File: src/design/dpdc_pkg.sv
// dpdc_pkg: shared constants, register map, configuration and command types
// for the differential drive pd controller. No dependencies.

package dpdc_pkg;

  // board constants
  localparam int unsigned PWM_FULL_SCALE = 10000;
  localparam int unsigned DEADZONE_LEFT  = 1200;
  localparam int unsigned DEADZONE_RIGHT = 1150;
  localparam int unsigned DUTY_LIMIT_PCT = 30;

  // fixed point constants, Q16.16 unless noted
  localparam int unsigned PWM_PER_PCT    = PWM_FULL_SCALE / 100;
  localparam int unsigned STEER_LIMIT    = 58982;
  localparam int unsigned COUNT_TO_SPEED = 231;
  localparam int unsigned TARGET_FLOOR   = 1311;
  localparam int unsigned TARGET_MAX     = 20'hFFFF0;
  localparam int unsigned DUTY_FLOOR     = 32768;
  localparam int unsigned DUTY_MAX       = DUTY_LIMIT_PCT * 65536;

  // widths
  localparam int unsigned NUM_REGS = 8;
  localparam int unsigned PADDR_W  = $clog2(NUM_REGS * 4);
  localparam int unsigned MA_W     = 25;
  localparam int unsigned MB_W     = 33;
  localparam int unsigned PROD_W   = MA_W + MB_W;
  localparam int unsigned ACC_W    = PROD_W;
  localparam int unsigned STEER_W  = 17;
  localparam int unsigned TGT_W    = 20;
  localparam int unsigned SPD_W    = 24;
  localparam int unsigned ERR_W    = 25;
  localparam int unsigned CMP_W    = 13;
  localparam int unsigned DUTY_W   = $clog2(DUTY_MAX + 1);
  localparam int unsigned PCT_W    = $clog2(PWM_PER_PCT + 1);
  localparam int unsigned COMPARE_MAX = (2 ** CMP_W) - 1;

  typedef enum logic [2:0] {
    REG_BASE_SPEED,
    REG_WHEEL_KP,
    REG_WHEEL_KD,
    REG_LEFT_FF,
    REG_RIGHT_FF,
    REG_STEER_LIN,
    REG_STEER_SQ,
    REG_STEER_KD
  } reg_idx_e;

  typedef struct packed {
    logic [15:0] base_speed;
    logic [15:0] wheel_prop_gain;
    logic [15:0] wheel_deriv_gain;
    logic [15:0] left_feedforward;
    logic [15:0] right_feedforward;
    logic [23:0] steer_linear_gain;
    logic [23:0] steer_square_gain;
    logic [15:0] steer_deriv_gain;
  } cfg_t;

  // operand pair fed to the shared multiplier
  typedef enum logic [3:0] {
    MUL_NONE,
    MUL_E_ABS,
    MUL_LIN,
    MUL_SQ,
    MUL_DRV,
    MUL_LSPD,
    MUL_RSPD,
    MUL_KPL,
    MUL_KDL,
    MUL_FFL,
    MUL_KPR,
    MUL_KDR,
    MUL_FFR
  } mul_sel_e;

  typedef enum logic [1:0] {
    ACC_HOLD,
    ACC_LOAD,
    ACC_ADD,
    ACC_ADD_SHL
  } acc_op_e;

  typedef struct packed {
    logic     load_in;
    mul_sel_e mul_sel;
    acc_op_e  acc_op;
    logic     save_eae;
    logic     save_steer;
    logic     save_spdl;
    logic     save_targets;
    logic     save_err;
    logic     save_duty_l;
    logic     save_cmp_l;
    logic     save_duty_r;
    logic     load_out;
  } dp_cmd_t;

  typedef struct packed {
    logic out_blocked;
  } dp_status_t;

endpackage

File: src/design/dpdc_ctrl.sv
// dpdc_ctrl: sequencer of the pd controller; steps the shared multiplier
// and accumulator through one control tick. Depends on dpdc_pkg.

module dpdc_ctrl (
  input  logic                 clk_i,
  input  logic                 rst_ni,
  input  logic                 in_valid_i,
  output logic                 in_stall_o,
  input  dpdc_pkg::dp_status_t status_i,
  output dpdc_pkg::dp_cmd_t    cmd_o
);

  typedef enum logic [4:0] {
    ST_IDLE,
    ST_ABS,
    ST_LIN,
    ST_SQ,
    ST_DRV,
    ST_LSPD,
    ST_STEER,
    ST_TARGET,
    ST_ERR,
    ST_KPL,
    ST_KDL,
    ST_FFL,
    ST_KPR,
    ST_KDR,
    ST_FFR,
    ST_ACCR,
    ST_DUTYR,
    ST_FINISH
  } state_e;

  state_e state_q, state_d;

  assign in_stall_o = (state_q != ST_IDLE);

  always_comb begin
    cmd_o         = '0;
    cmd_o.mul_sel = dpdc_pkg::MUL_NONE;
    cmd_o.acc_op  = dpdc_pkg::ACC_HOLD;
    state_d       = state_q;
    case (state_q)
      ST_IDLE: begin
        if (in_valid_i) begin
          cmd_o.load_in = 1'b1;
          state_d       = ST_ABS;
        end
      end
      ST_ABS: begin
        cmd_o.mul_sel = dpdc_pkg::MUL_E_ABS;
        state_d       = ST_LIN;
      end
      ST_LIN: begin
        cmd_o.save_eae = 1'b1;
        cmd_o.mul_sel  = dpdc_pkg::MUL_LIN;
        state_d        = ST_SQ;
      end
      ST_SQ: begin
        cmd_o.acc_op  = dpdc_pkg::ACC_LOAD;
        cmd_o.mul_sel = dpdc_pkg::MUL_SQ;
        state_d       = ST_DRV;
      end
      ST_DRV: begin
        cmd_o.acc_op  = dpdc_pkg::ACC_ADD;
        cmd_o.mul_sel = dpdc_pkg::MUL_DRV;
        state_d       = ST_LSPD;
      end
      ST_LSPD: begin
        // derivative term of the steering sum sits 12 bits up
        cmd_o.acc_op  = dpdc_pkg::ACC_ADD_SHL;
        cmd_o.mul_sel = dpdc_pkg::MUL_LSPD;
        state_d       = ST_STEER;
      end
      ST_STEER: begin
        cmd_o.save_steer = 1'b1;
        cmd_o.save_spdl  = 1'b1;
        cmd_o.mul_sel    = dpdc_pkg::MUL_RSPD;
        state_d          = ST_TARGET;
      end
      ST_TARGET: begin
        cmd_o.save_targets = 1'b1;
        state_d            = ST_ERR;
      end
      ST_ERR: begin
        cmd_o.save_err = 1'b1;
        state_d        = ST_KPL;
      end
      ST_KPL: begin
        cmd_o.mul_sel = dpdc_pkg::MUL_KPL;
        state_d       = ST_KDL;
      end
      ST_KDL: begin
        cmd_o.acc_op  = dpdc_pkg::ACC_LOAD;
        cmd_o.mul_sel = dpdc_pkg::MUL_KDL;
        state_d       = ST_FFL;
      end
      ST_FFL: begin
        cmd_o.acc_op  = dpdc_pkg::ACC_ADD;
        cmd_o.mul_sel = dpdc_pkg::MUL_FFL;
        state_d       = ST_KPR;
      end
      ST_KPR: begin
        cmd_o.acc_op  = dpdc_pkg::ACC_ADD;
        cmd_o.mul_sel = dpdc_pkg::MUL_KPR;
        state_d       = ST_KDR;
      end
      ST_KDR: begin
        // left sum is complete here, right sum starts over it
        cmd_o.save_duty_l = 1'b1;
        cmd_o.acc_op      = dpdc_pkg::ACC_LOAD;
        cmd_o.mul_sel     = dpdc_pkg::MUL_KDR;
        state_d           = ST_FFR;
      end
      ST_FFR: begin
        cmd_o.save_cmp_l = 1'b1;
        cmd_o.acc_op     = dpdc_pkg::ACC_ADD;
        cmd_o.mul_sel    = dpdc_pkg::MUL_FFR;
        state_d          = ST_ACCR;
      end
      ST_ACCR: begin
        cmd_o.acc_op = dpdc_pkg::ACC_ADD;
        state_d      = ST_DUTYR;
      end
      ST_DUTYR: begin
        cmd_o.save_duty_r = 1'b1;
        state_d           = ST_FINISH;
      end
      ST_FINISH: begin
        // wait here while the previous result is still held
        if (!status_i.out_blocked) begin
          cmd_o.load_out = 1'b1;
          state_d        = ST_IDLE;
        end
      end
      default: state_d = ST_IDLE;
    endcase
  end

  always_ff @(posedge clk_i or negedge rst_ni) begin
    if (!rst_ni) begin
      state_q <= ST_IDLE;
    end else begin
      state_q <= state_d;
    end
  end

endmodule

File: config.mk
export PLATFORM = sky130hd
export DESIGN_NAME = dpdc_ctrl
export DESIGN_NICKNAME = d
export VERILOG_FILES = /design/src/design/dpdc_pkg.sv /design/src/design/dpdc_ctrl.sv
export SDC_FILE = /design/constraint.sdc
export NUM_CORES = 1
export LEC_CHECK = 0
export BUFFER_PORTS_ARGS = -buffer_cell sky130_fd_sc_hd__buf_2
export CORE_AREA = 2 2 39 41
export DETAILED_ROUTE_END_ITERATION = 16
export DIE_AREA = 0 0 41 43
export PLACE_DENSITY = 0.64
export SYNTH_ARGS = -nofsm -noshare
export SYNTH_HDL_FRONTEND = slang
export SYNTH_SLANG_ARGS = --single-unit
export TNS_END_PERCENT = 10
File: constraint.sdc
create_clock -name clk_i -period 3.1 [get_ports clk_i]
set_input_delay 0.31 -clock clk_i [delete_from_list [all_inputs] [get_ports clk_i]]
set_output_delay 0.31 -clock clk_i [all_outputs]
set_load 0.01 [all_outputs]
# ---- Yosys cells after proc, flatten, opt, wreduce, memory -nomap -nowiden
# Index checks and enable logic that the tools add are counted.
dict set report word_totals {
  output_inout_bits 17
  input_bits 4
  regBits 5
}
dict set report classes {
  n_mux 16
  reduce_logical 5
  eq_ne 19
}
# op n
set ops {}
lappend ops {{case mux 5 bit (18 select lines)} 1}
lappend ops {{case mux 4 bit (12 select lines)} 1}
lappend ops {{equality test 5 x 4 -> 1 bit (second input constant)} 8}
lappend ops {{equality test 5 x 3 -> 1 bit (second input constant)} 4}
lappend ops {{equality test 5 x 2 -> 1 bit (second input constant)} 2}
lappend ops {{equality test 5 bit (second input constant)} 2}
lappend ops {{2-to-1 mux 1 bit} 10}
lappend ops {{2-to-1 mux 5 bit} 2}
lappend ops {{case mux 2 bit (3 select lines)} 1}
lappend ops {{equality test 5 x 1 -> 1 bit (second input constant)} 1}
lappend ops {{zero test 5 bit} 1}
lappend ops {{nonzero test 5 bit} 1}
lappend ops {{OR reduction 5 bit} 1}
lappend ops {{!= test 2 bit (second input constant)} 2}
lappend ops {{OR reduction 3 bit} 1}
lappend ops {{2-to-1 mux 2 bit} 1}
lappend ops {{AND reduction 2 bit} 1}

# ---- Depth between registers and ports, before layout
dict set report logic_depth {
  word_depth 3
  depth_mapped 5
  depth_no_buf 3
}

# ---- Worst setup path after synthesis
# Ideal clock, no wire load.
dict set report synth_path {
  kind {flip-flop to output port}
  start {reg state_q[3]}
  end {out cmd_o[7] (netlist bit)}
  required_ns 2.790
  path_slack_ns 1.422
  t_arrival_ns 1.368
  n_path_buf 3
  path_stages_with_launch 5
  cell_sequence {dfrtp_1 > buf_6 > buf_2 > nor4_1 > buf_4}
}
# item line_no
set synth_rtl {}
lappend synth_rtl {{from (decl)} dpdc_ctrl.sv:34} ;# state_e state_q, state_d;
lappend synth_rtl {{from (signal assigned)} dpdc_ctrl.sv:144} ;# state_q <= state_d;
lappend synth_rtl {{to (decl)} dpdc_ctrl.sv:10} ;# output dpdc_pkg::dp_cmd_t cmd_o

==> flow_summary.yaml <==
run_status:
  status: "completed"
synthesis:
  ys_seq_elements: 5
  ys_dominant_reg_cell: "dfrtp_1"
  synth_xor_area_share_pct: 5.37
  synthArstFlopShare_pct: 100
  synthDistinctLibCells: 33
  muxShareOfSynthArea_pct: 2.05
  synth_nets: 66
  synth_top_area_share_pct: 25.6
  avgSynthCellArea_um2: 7.89
  synthTopCellsByArea: "dfrtp_1 26%, nor2_1 6.1%, buf_4 4.6%"
  syn_inst: 62
  synth-simple-area-share_pct: 39.4
  yosys_warnings: 0
  synth_compound_area_share_pct: 14.8
  yosysSeqAreaShare_pct: 25.6
  synth_top_family_by_area: "simple AND/OR/NAND/NOR gates"
  synth_fa_ha_area_share_pct: 0
  synth_edf_count: 0
  synth_area_um2: 489
  yosysTopAreaCell: "dfrtp_1"
floorplan:
  initial_core_util_pct: 35.4
  row_count: 14
  core-area_um2: 1380
  chipWidth_um: 41
  io_pins: 21
  die_h_um: 43
  die_area_um2: 1760
setup_path:
  crit_buf_inv: 2
  cp.arrival_ns: 1.74
  critPathLaunchType: "flop"
  worstSetupEndpointType: "primary output"
  cpMaxStageDelayCell: "dfrtp_1"
  reg2reg_to: "state_q[0]"
  critPathKind: "flop to primary output"
  crit_cells: 4
  r2r_setup_slack_ns: 1.76
  reg2reg_depth: 3
  critical_path.startpoint: "state_q[1]"
  crit_family: "flip-flops"
  cp_cell_sequence: "inv_1 > or4b_1 > a21oi_1 > buf_2"
  slowest_delay_ns: 0.57
  rr_startpoint: "state_q[3]"
  required_ns: 2.79
  worstSetupEndpoint: "cmd_o[9]"
  cp_max_fo: 11
hold_path:
  min_path_type: "primary input to flop"
  hp-start: "status_i"
timing:
  hold_viol_final: 0
  setup_ws_ns: 1.05
  slew-limit-headroom_pct: 64.8
  setup_tns_ns: 0
  finalSetupViolCount: 0
  worst_pin_slew_ns: 0.528
  finalMaxSlewViolations: 0
  fin_crit_ns: 2.05
  rsz0062_at_grt: "false"
  fin_worst_skew_ns: 0.00620
  fin_crit_sh_pct: 66.2
  clock.fmax_ghz: 0.487
place:
  dp_cells: 90
  io_buffers: 20
  gp_congestion: 0.743
  dpl.hpwl_um: 716
  dp_slack_ns: 1.32
detailed_routing:
  wl_per_cell_um: 10.8
  ant_nets: 0
  drc: 0
  drt-pass1-iter-count: 4
  wl_met1_um: 479
  routed.top_layer: "met4"
  wl_met3_um: 51
  vias: 498
  routed_wl_um: 1020
  drtIter0Drc: 13
  dr_wl_met2_um: 481
  viasPerCell: 5.24
clocking:
  clk_path_buf_depth: 2
  cts_tree: "built"
  cts_max_level: 1
  path_clk_slew_ns: 0.05
  cts_root_buf: "clkbuf_4"
  cts_sinks: 5
  cts_setup_buffers: 0
  clk_latency_ns: 0.25
  numCtsBuffers: 3
cells_and_area:
  reg_top3: "state_q: 5 flops"
  syn_to_final_growth_pct: 19.9
  largest_register: "state_q"
  finalNonFillerCells: 95
  largest_register_ffs: 5
  nets: 84
  layout-drive-gt1-share_pct: 31.6
  final_common_cell: "buf_2"
  final_cell_mix: "20 x buf_2, 8 x nor2_1, 5 x dfrtp_1"
  diodes: 0
pwr:
  ir_drop_uv: 644
  power.total_w: 0.000668
  p_per_area_nw_per_um2: 1140
  leakagePower_nw: 0.285
grt:
  grt_pass1_vias: 401
  grt-ovfl-total: 0
  antenna_found_initial: 0
  grtUsageTotal_pct: 13.6
  grt_max_degree: 20
  grt_pass1_wl_um: 1650
flow_run:
  cap_violations: 0
-- logic make-up after synthesis --
kind of cell / count (synthesis)
compound gates: 11
simple gates: 33
buf+inv: 9
xor+xnor: 3
flops: 5
mux: 1
-- Yosys cell counts (all sizes together) (2+ instances only) --
cell / count
nor2b: 3
nor2: 9
a21oi: 4
and3b: 2
nand2b: 2
nand2: 4
nor3: 3
xor2: 2
nor3b: 3
buf: 7
dfrtp: 5
-- worst min-delay path, cell delays in order --
cell and delay, ns:
buf_2 0.09, nor2b_1 0.05, o22ai_1 0.12
-- metal layers --
metal / global-route usage, % / vias up
li1: - / 251
met1: 18.0 / 232
met2: 18.4 / 13
met3: 6.28 / 2
met4: 6.00 / 0
met5: 0 / -
-- layout make-up --
| class | instances | area (µm²) |
|---|---|---|
| Fill cell | 143 | 797 |
| Multi-Input combinational cell | 48 | 302 |
| Sequential cell | 5 | 125 |
| Timing Repair Buffer | 21 | 110 |
| Clock buffer | 4 | 26.3 |
| Tap cell | 16 | 20.0 |
| Inverter | 1 | 3.75 |
-- power breakdown --
| part | leakage [nW] | switching (W) | internal, W |
|---|---|---|---|
| registers | 0.0616 | 0.000119 | 0.0000952 |
| logic | 0.209 | 0.000189 | 0.000188 |
| clock network | 0.0150 | 0.0000279 | 0.0000487 |
| total | 0.285 | 0.000336 | 0.000332 |
-- worst min path at each step --
stage,to,cells past startpoint
floorplan,state_q[0],0
global placement,state_q[4],1
detailed placement,state_q[2],1
CTS,state_q[4],3
global route,state_q[4],3
finish,state_q[4],3
-- timing repair --
item | CTS | global route
gates resized for setup | 0 | 0
hold buffers | 1 | 0
hold endpoints to repair | 5 | 0
-- through the flow --
stage               hold slack, ns  utilization [%]  area (µm²)
CTS                          0.383             42.4         587
floorplan                   0.0144                -         489
global placement             0.127             39.8         551
global route                 0.417             42.4         587
finish                       0.393             42.4         587
detailed placement           0.132             39.8         551
(Power assumes the default switching activity.)
