$ cat config.mk
export PLATFORM = sky130hd
export DESIGN_NAME = dpdc_regs
export DESIGN_NICKNAME = d
export VERILOG_FILES = /design/src/design/dpdc_pkg.sv /design/src/design/dpdc_regs.sv
export SDC_FILE = /design/constraint.sdc
export NUM_CORES = 1
export LEC_CHECK = 0
export BUFFER_PORTS_ARGS = -buffer_cell sky130_fd_sc_hd__buf_2
export CAP_MARGIN = 15
export CORE_ASPECT_RATIO = 1.5
export CORE_MARGIN = 2
export CORE_UTILIZATION = 46
export CTS_BUF_LIST = sky130_fd_sc_hd__clkbuf_16
export DETAILED_ROUTE_END_ITERATION = 8
export PLACE_DENSITY = 0.77
export SLEW_MARGIN = 30
export SYNTH_ARGS = -nofsm -noshare
export SYNTH_HDL_FRONTEND = slang
export SYNTH_SLANG_ARGS = --single-unit
$ cat constraint.sdc
create_clock -name clk_i -period 1 [get_ports clk_i]
set_input_delay 0.05 -clock clk_i [delete_from_list [all_inputs] [get_ports clk_i]]
set_output_delay 0.05 -clock clk_i [all_outputs]
set_load 0.005 [all_outputs]
$ cat src/design/dpdc_pkg.sv
// dpdc_pkg: shared constants, register map, configuration and command types
// for the differential drive pd controller. No dependencies.

package dpdc_pkg;

  // board constants
  localparam int unsigned PWM_FULL_SCALE = 10000;
  localparam int unsigned DEADZONE_LEFT  = 1200;
  localparam int unsigned DEADZONE_RIGHT = 1150;
  localparam int unsigned DUTY_LIMIT_PCT = 30;

  // fixed point constants, Q16.16 unless noted
  localparam int unsigned PWM_PER_PCT    = PWM_FULL_SCALE / 100;
  localparam int unsigned STEER_LIMIT    = 58982;
  localparam int unsigned COUNT_TO_SPEED = 231;
  localparam int unsigned TARGET_FLOOR   = 1311;
  localparam int unsigned TARGET_MAX     = 20'hFFFF0;
  localparam int unsigned DUTY_FLOOR     = 32768;
  localparam int unsigned DUTY_MAX       = DUTY_LIMIT_PCT * 65536;

  // widths
  localparam int unsigned NUM_REGS = 8;
  localparam int unsigned PADDR_W  = $clog2(NUM_REGS * 4);
  localparam int unsigned MA_W     = 25;
  localparam int unsigned MB_W     = 33;
  localparam int unsigned PROD_W   = MA_W + MB_W;
  localparam int unsigned ACC_W    = PROD_W;
  localparam int unsigned STEER_W  = 17;
  localparam int unsigned TGT_W    = 20;
  localparam int unsigned SPD_W    = 24;
  localparam int unsigned ERR_W    = 25;
  localparam int unsigned CMP_W    = 13;
  localparam int unsigned DUTY_W   = $clog2(DUTY_MAX + 1);
  localparam int unsigned PCT_W    = $clog2(PWM_PER_PCT + 1);
  localparam int unsigned COMPARE_MAX = (2 ** CMP_W) - 1;

  typedef enum logic [2:0] {
    REG_BASE_SPEED,
    REG_WHEEL_KP,
    REG_WHEEL_KD,
    REG_LEFT_FF,
    REG_RIGHT_FF,
    REG_STEER_LIN,
    REG_STEER_SQ,
    REG_STEER_KD
  } reg_idx_e;

  typedef struct packed {
    logic [15:0] base_speed;
    logic [15:0] wheel_prop_gain;
    logic [15:0] wheel_deriv_gain;
    logic [15:0] left_feedforward;
    logic [15:0] right_feedforward;
    logic [23:0] steer_linear_gain;
    logic [23:0] steer_square_gain;
    logic [15:0] steer_deriv_gain;
  } cfg_t;

  // operand pair fed to the shared multiplier
  typedef enum logic [3:0] {
    MUL_NONE,
    MUL_E_ABS,
    MUL_LIN,
    MUL_SQ,
    MUL_DRV,
    MUL_LSPD,
    MUL_RSPD,
    MUL_KPL,
    MUL_KDL,
    MUL_FFL,
    MUL_KPR,
    MUL_KDR,
    MUL_FFR
  } mul_sel_e;

  typedef enum logic [1:0] {
    ACC_HOLD,
    ACC_LOAD,
    ACC_ADD,
    ACC_ADD_SHL
  } acc_op_e;

  typedef struct packed {
    logic     load_in;
    mul_sel_e mul_sel;
    acc_op_e  acc_op;
    logic     save_eae;
    logic     save_steer;
    logic     save_spdl;
    logic     save_targets;
    logic     save_err;
    logic     save_duty_l;
    logic     save_cmp_l;
    logic     save_duty_r;
    logic     load_out;
  } dp_cmd_t;

  typedef struct packed {
    logic out_blocked;
  } dp_status_t;

endpackage

$ cat src/design/dpdc_regs.sv
// dpdc_regs: apb configuration register file of the pd controller.
// Depends on dpdc_pkg for the register map and the cfg_t bundle.

module dpdc_regs (
  input  logic                        clk_i,
  input  logic                        rst_ni,
  input  logic                        psel,
  input  logic                        penable,
  input  logic                        pwrite,
  input  logic [dpdc_pkg::PADDR_W-1:0] paddr,
  input  logic [31:0]                 pwdata,
  output logic [31:0]                 prdata,
  output logic                        pready,
  output dpdc_pkg::cfg_t              cfg_o
);

  dpdc_pkg::cfg_t     cfg_q;
  dpdc_pkg::reg_idx_e idx;
  logic               wr_en;

  assign idx    = dpdc_pkg::reg_idx_e'(paddr[dpdc_pkg::PADDR_W-1:2]);
  assign wr_en  = psel & penable & pwrite;
  assign pready = 1'b1;
  assign cfg_o  = cfg_q;

  always_ff @(posedge clk_i or negedge rst_ni) begin
    if (!rst_ni) begin
      cfg_q.base_speed        <= 16'd4096;
      cfg_q.wheel_prop_gain   <= 16'd3584;
      cfg_q.wheel_deriv_gain  <= 16'd2048;
      cfg_q.left_feedforward  <= 16'd1152;
      cfg_q.right_feedforward <= 16'd1024;
      cfg_q.steer_linear_gain <= 24'd6711;
      cfg_q.steer_square_gain <= 24'd755;
      cfg_q.steer_deriv_gain  <= 16'd1843;
    end else if (wr_en) begin
      case (idx)
        dpdc_pkg::REG_BASE_SPEED: cfg_q.base_speed        <= pwdata[15:0];
        dpdc_pkg::REG_WHEEL_KP:   cfg_q.wheel_prop_gain   <= pwdata[15:0];
        dpdc_pkg::REG_WHEEL_KD:   cfg_q.wheel_deriv_gain  <= pwdata[15:0];
        dpdc_pkg::REG_LEFT_FF:    cfg_q.left_feedforward  <= pwdata[15:0];
        dpdc_pkg::REG_RIGHT_FF:   cfg_q.right_feedforward <= pwdata[15:0];
        dpdc_pkg::REG_STEER_LIN:  cfg_q.steer_linear_gain <= pwdata[23:0];
        dpdc_pkg::REG_STEER_SQ:   cfg_q.steer_square_gain <= pwdata[23:0];
        dpdc_pkg::REG_STEER_KD:   cfg_q.steer_deriv_gain  <= pwdata[15:0];
        default: ;
      endcase
    end
  end

  always_comb begin
    case (idx)
      dpdc_pkg::REG_BASE_SPEED: prdata = {16'b0, cfg_q.base_speed};
      dpdc_pkg::REG_WHEEL_KP:   prdata = {16'b0, cfg_q.wheel_prop_gain};
      dpdc_pkg::REG_WHEEL_KD:   prdata = {16'b0, cfg_q.wheel_deriv_gain};
      dpdc_pkg::REG_LEFT_FF:    prdata = {16'b0, cfg_q.left_feedforward};
      dpdc_pkg::REG_RIGHT_FF:   prdata = {16'b0, cfg_q.right_feedforward};
      dpdc_pkg::REG_STEER_LIN:  prdata = {8'b0, cfg_q.steer_linear_gain};
      dpdc_pkg::REG_STEER_SQ:   prdata = {8'b0, cfg_q.steer_square_gain};
      dpdc_pkg::REG_STEER_KD:   prdata = {16'b0, cfg_q.steer_deriv_gain};
      default:                  prdata = 32'b0;
    endcase
  end

endmodule

Yosys cells after proc, flatten, opt, wreduce, memory -nomap -nowiden
Cells that the tools add are included.

Input bits: 42. Register bits: 144.

Muxes and demuxes: 1. Bitwise logic cells: 2. Eq/ne operators: 7. Reductions and logical operators: 9.

Operators with widths (count): 32-bit one-hot mux with 8 select lines (1); 2-bit AND reduction (8); 3-bit equality test (second input constant) (4); 3-bit by 2-bit equality test with 1-bit output (second input constant) (2); 3-bit by 1-bit equality test with 1-bit output (second input constant) (1); 3-bit logical NOT (1); 1-bit bitwise AND (2).

Depth between registers and ports, before layout
Gate-level depths: netlist of run 1.

Word-level depth: 3. Mapped depth: 6. Gate-level depth less buffers: 3.

Least setup slack after synthesis of run 1
No wires, ideal clock.

Kind: input port to flip-flop. From: input paddr[2] (netlist bit). To: register cfg_q, in the netlist cfg_o[85]. Path slack: -0.347 ns. Arrival: 1.223 ns. Cell stages on the path: 6. Buffers on the path: 3. Library setup time: 0.125 ns. Path through: buf_2 > nand2b_1 > buf_2 > nor2_2 > buf_4 > mux2_2.

Longest elaborated chain between the ends: 2.

RTL lines: from (decl) (line dpdc_regs.sv:10) `input logic [dpdc_pkg::PADDR_W-1:0] paddr,`; 3-bit by 2-bit equality test with 1-bit output (line dpdc_regs.sv:37) `case (idx)`; 2-bit AND reduction (no source line); to (decl) (line dpdc_regs.sv:17) `dpdc_pkg::cfg_t cfg_q;`.

No other way between the ends. A chain may end at the register's enable or synchronous reset.

Final worst setup path of run 1
From: register cfg_q, in the netlist cfg_o[25]. To: output prdata[9].

Longest elaborated chain between the ends: 1.

RTL lines: 32-bit one-hot mux with 8 select lines (line dpdc_regs.sv:52) `case (idx)`; to (decl) (line dpdc_regs.sv:12) `output logic [31:0] prdata,`.

No other way between the ends. The select of a mux whose other input is x is not followed.

==> flow_summary.toml, run 1 <==
[yosys]
yosysSeqAreaShare_pct = 54.4
synth.top_cell.area_share_pct = 42.6
synth_xor_area_share_pct = 0
synth_top_flop_cell = "dfrtp_1"
synth.most_common_cell = "mux2_2"
synth-seq-cells = 144
yosysTopAreaCell = "dfrtp_1"
yosysWarnings = 0
ys_types = 33
syn-cell-area_mm2 = 0.00669
synth_fa_ha_area_share_pct = 0
synth_area_leaders = "dfrtp_1, mux2_2, dfstp_2, mux2i_1, o22a_1"
avgSynthCellArea_um2 = 13.8
async_flop_share_pct = 100
yosys-top-cells-count = "mux2_2, dfrtp_1, mux2i_1"
yosys.area_share.simple_pct = 4.40
synth_top_family_by_area = "multiplexers"
syn_inst = 484
synth_edf_count = 0
muxShareOfSynthArea_pct = 30.8
synth_compound_area_share_pct = 6.64

[worst_setup_path]
r2r_setup_slack_ns = -0.11
cp.arrival_ns = 1.65
crit_fanout = 2
crit_family = "flip-flops"
crit_chain = "mux2i_1 > a211oi_2 > o22a_1 > buf_2"
critical_path_class = "flip-flop to output port"
crit_slowest_cell = "dfstp_2"
r2r_cells = 4
required_ns = 0.95
max_stage_delay_ns = 0.55
cp-end-kind = "output port"
reg2reg_from = "cfg_o[28]$_DFFE_PN0P_"
cp.depth = 4
path_buf_inv = 1
critPathLaunchType = "flip-flop"
r2r-end = "cfg_o[28]$_DFFE_PN0P_"

[layout]
num_antenna_cells = 0
layout.nets = 913
largest_reg_flops = 144
syn2layout_area_growth_pct = 66.4
drive_above_1_share_pct = 68.6
final_util_pct = 77.3

[die]
die_y_um = 152
row_count = 54
coreArea_mm2 = 0.0144
die_area_mm2 = 0.0155
die_x_um = 102
start_util_pct = 46.5
io-pin-count = 219

[job]
maxCapViolCount = 0

[sta]
fin_ws_ns = -0.702
min_period_over_period_pct = 170
layout_min_cycle_time_ns = 1.70
setup_viol = 163
fmax_mhz = 588
maxSlewViolCount = 0
worst_slew_pin_slew_ns = 0.595
slew-limit-headroom_pct = 60.3
rsz0062_at_grt = "yes"
whs_ns = 0.106
hold_viol = 0
clock_skew_ns = 0

[pwr]
p_per_area_mw_per_mm2 = 1940
p_total_mw = 21.6
power_frac_comb_pct = 33.5
p_leak_nw = 5.41
p_switching_mw = 6.18
peakVddDrop_uv = 1210
p_int_mw = 15.4
p_clk_share_pct = 28.7
seq_power_share_pct = 37.8
swShare_pct = 28.6

[drt]
drc = 0
dr.pass1.iters = 5
num_vias = 5953
wirelength_mm = 24.2
wl_per_cell_um = 22.4
viasPerCell = 5.52
drt_iter0_markers = 250
postRouteAntennaNets = 0

[run_status]
status = "finished with violations"
violations = "negative setup slack"

[clocking]
clkSinkCount = 144
cts_tree = "built"
root_buffer = "clkbuf_16"
ctsLongestPathBuffers = 2
numCtsBuffers = 17
clk_latency_ns = 0.42
cts-htree-levels = 4
clk_pin_slew_ns = 0.06

[global_routing]
grt_overflow = 0
grtUsageTotal_pct = 29.7
grt_max_degree = 36
grt_pass1_wl_mm = 34.4
antenna_found_initial = 0
grt_pass1_vias = 6272

[place]
gp_congestion = 0.880
hpwl_mm = 15.5
dp_slack_ns = -0.362
port_buffers = 199

[hold_path]
hp-class = "input port to asynchronous set/reset pin"
==> cell type report <==
type	instances	area [µm²]
clock buffer	17	425
inverter	2	7.51
multi-input combinational	304	3040
clock inverter	14	141
timing repair buffer	402	3620
fill	787	3260
tap	196	245
sequential	144	3640
==> cell usage in the layout, fill, tap and decap left out, types with 3 or more instances in the layout <==
cell type      synthesis  layout
clkinvlp_4             0       3
dfrtp_1              114     114
mux2_1                10      10
buf_6                  2     166
clkinv_2               0       4
nor3b_2                0       6
o22ai_1               14      14
a22oi_1                8       8
a211oi_2               0      13
buf_12                 0      17
buf_4                 12      77
mux2i_2                0       3
o22a_1                14      14
mux2_4                 0      13
nor3b_1               14       8
clkbuf_16              0      17
mux2_2               134     121
mux2i_1               44      41
conb_1                 2       9
nor2_4                 0       4
nand2_1                4       3
dfstp_2               30      30
dlygate4sd3_1          0      25
buf_2                 15     117
nor2_1                13      13
==> cell families after synthesis <==
family,count (synthesis)
simple gates,47
compound gates,60
flops,144
mux,188
other cells,2
buf+inv,43
==> stage by stage <==
step / std cells / TNS, ns / instance area, µm²
final: 1079 / -24.24 / 11100
after global routing: 1079 / -29.76 / 11100
after CTS: 1047 / -23.19 / 10800
after detailed placement: 979 / -49.17 / 9040
after global placement: 979 / -47.17 / 9040
after floorplan: 491 / -22.96 / 6870
==> repair_timing <==
item	in CTS	in global routing
buffers inserted	27	55
endpoints found under the setup margin	162	175
hold buffers	25	0
resized for setup	166	50
gates cloned	0	0
hold endpoints to repair	250	0
pin swaps	7	17
==> power groups by stage <==
stage | registers (mW) | logic (mW) | clock network, mW
after floorplan | 8.10 | 1.81 | 0
after global placement | 7.95 | 4.89 | 0
after detailed placement | 8.03 | 5.06 | 0
after CTS | 8.07 | 6.54 | 6.20
after global routing | 8.25 | 7.66 | 6.51
final | 8.16 | 7.24 | 6.20
==> per-layer routing <==
metal | vias up | global-route usage [%] | routed length [µm]
met2 | 306 | 52.7 | 13100
met3 | 74 | 6.70 | 1410
met1 | 3008 | 32.4 | 8590
li1 | 2565 | - | -
met4 | 0 | 15.9 | 1140
met5 | - | 0 | 0
==> worst max path at each step <==
stage                             end  slack, ns                   from
3_5_place_dp   cfg_o[141]$_DFFE_PN0P_      -0.36               paddr[3]
5_1_grt                     prdata[0]      -0.71   cfg_o[0]$_DFFE_PN1P_
3_3_place_gp   cfg_o[138]$_DFFE_PN0P_      -0.34               paddr[3]
4_1_cts                     prdata[1]      -0.67  cfg_o[17]$_DFFE_PN1P_
2_1_floorplan  cfg_o[134]$_DFFE_PN0P_      -0.30               paddr[3]
6_report                    prdata[9]      -0.70  cfg_o[25]$_DFFE_PN1P_
No activity file was read; power rests on OpenSTA's default activity.
==> run 2: changes to the inputs <==
PLACE_DENSITY = unset   (was 0.77)
PLACE_DENSITY_LB_ADDON = 0.3   (was unset)
==> flow_summary.toml, run 2 (synthesized netlist as in run 1, its figures left out) <==
[run_status]
status = "finished with violations"
violations = "negative setup slack"

[sta]
clock_skew_ns = 0
rsz0062_at_grt = "yes"
slew-limit-headroom_pct = 61.0
layout_min_cycle_time_ns = 1.64
worst_slew_pin_slew_ns = 0.584
maxSlewViolCount = 0
fmax_mhz = 609
fin_ws_ns = -0.642
min_period_over_period_pct = 164
setup_viol = 156
hold_viol = 0
setup_tns_ns = -23.25

[worst_setup_path]
critPathLaunchType = "flip-flop"
crit_fanout = 2
critical_path_class = "flip-flop to output port"
cp-end-kind = "output port"
cp.arrival_ns = 1.59
required_ns = 0.95

[drt]
drc = 0
drt_iter0_markers = 330
wl_per_cell_um = 21.7
num_vias = 5787
dr.pass1.iters = 4
postRouteAntennaNets = 0
wirelength_mm = 23.2
viasPerCell = 5.43

[place]
hpwl_mm = 15.1
port_buffers = 199
dp_slack_ns = -0.393
numPlacedInstances = 972
gp_congestion = 0.881

[hold_path]
hp-class = "input port to asynchronous set/reset pin"

[die]
row_count = 54
die_area_mm2 = 0.0155
coreArea_mm2 = 0.0144
io-pin-count = 219
start_util_pct = 46.5
die_x_um = 102
die_y_um = 152

[global_routing]
grt_max_degree = 38
grt_pass1_vias = 6108
grt_overflow = 0
grtUsageTotal_pct = 29.2
antenna_found_initial = 0
grt_pass1_wl_mm = 33.6

[layout]
layout.nets = 898
most-common-layout-cells = "buf_6, mux2_2, buf_2"
syn2layout_area_growth_pct = 63.6
drive_above_1_share_pct = 67.7
num_antenna_cells = 0
multi_input_area_mm2 = 0.00304
fin_cells = 1065
regArea_mm2 = 0.00364
n_fill_cell = 849
final_common_cell = "buf_6"
largest_reg_flops = 144

[clocking]
ctsLongestPathBuffers = 2
clkSinkCount = 144
root_buffer = "clkbuf_16"
clk_pin_slew_ns = 0.06
cts_tree = "built"
cts-htree-levels = 4
clk_latency_ns = 0.42
numCtsBuffers = 17

[pwr]
p_total_mw = 21.1
peakVddDrop_uv = 1340
p_per_area_mw_per_mm2 = 1920
p_leak_nw = 5.30

[job]
maxCapViolCount = 0
-- run 2: path summary, 6_finish.rpt --
check                           slack (ns)                      to  cells past startpoint                   start
min in group clk_i                    0.31   cfg_o[99]$_DFFE_PN0P_                      4                paddr[4]
max in group asynchronous             0.35   cfg_o[44]$_DFFE_PN1P_                      3                  rst_ni
worst max-delay path                 -0.64               prdata[5]                      4   cfg_o[21]$_DFFE_PN1P_
worst min register to register        0.53  cfg_o[112]$_DFFE_PN0P_                      1  cfg_o[112]$_DFFE_PN0P_
worst min-delay path                  0.05   cfg_o[81]$_DFFE_PN0P_                      2                  rst_ni
worst max register to register       -0.06   cfg_o[52]$_DFFE_PN1P_                      4   cfg_o[52]$_DFFE_PN1P_
-- run 2: routing by layer --
layer	routed length, µm	global-route usage [%]	vias to the layer above
li1	-	-	2528
met1	8380	33.1	2938
met2	12500	50.6	262
met3	1350	7.16	59
met4	962	14.5	0
met5	0	0	-
-- run 2: where the power goes --
group	switching (mW)	leakage, nW	internal, mW	total [mW]
Clock	2.52	0.250	3.39	5.91
Combinational	2.52	3.28	4.50	7.02
Sequential	0.974	1.77	7.15	8.13
-- run 2: layout make-up --
| class | instances | area share [%] |
|---|---|---|
| clock buffer | 17 | 3.89 |
| clock inverter | 15 | 1.11 |
| inverter | 2 | 0.0686 |
| multi-input combinational | 304 | 27.7 |
| sequential | 144 | 33.3 |
| tap | 196 | 2.24 |
| timing repair buffer | 387 | 31.7 |
-- run 2: repair_timing --
action                                  in CTS  in global routing
endpoints found under the setup margin     166                173
hold buffers                                25                  0
pin swaps                                   17                  7
endpoints found under the hold margin      271                  0
buffers inserted                            25                 41
resized for setup                          166                 41
-- run 2: per-stage QoR --
| step | cell area, µm² | util, % | hold WS, ns |
|---|---|---|---|
| after floorplan | 6870 | - | -0.246 |
| after global placement | 8940 | 62.1 | -0.0775 |
| after global routing | 10900 | 76.0 | 0.0580 |
| after CTS | 10600 | 74.0 | 0.0496 |
| final | 10900 | 76.0 | 0.0526 |
| after detailed placement | 8940 | 62.1 | -0.0673 |
-- run 2: critical path, stage by stage (launching register included) --
cell	delay, ns
dfstp_2	0.54
mux2i_1	0.08
a211oi_1	0.26
o22a_1	0.17
buf_2	0.11
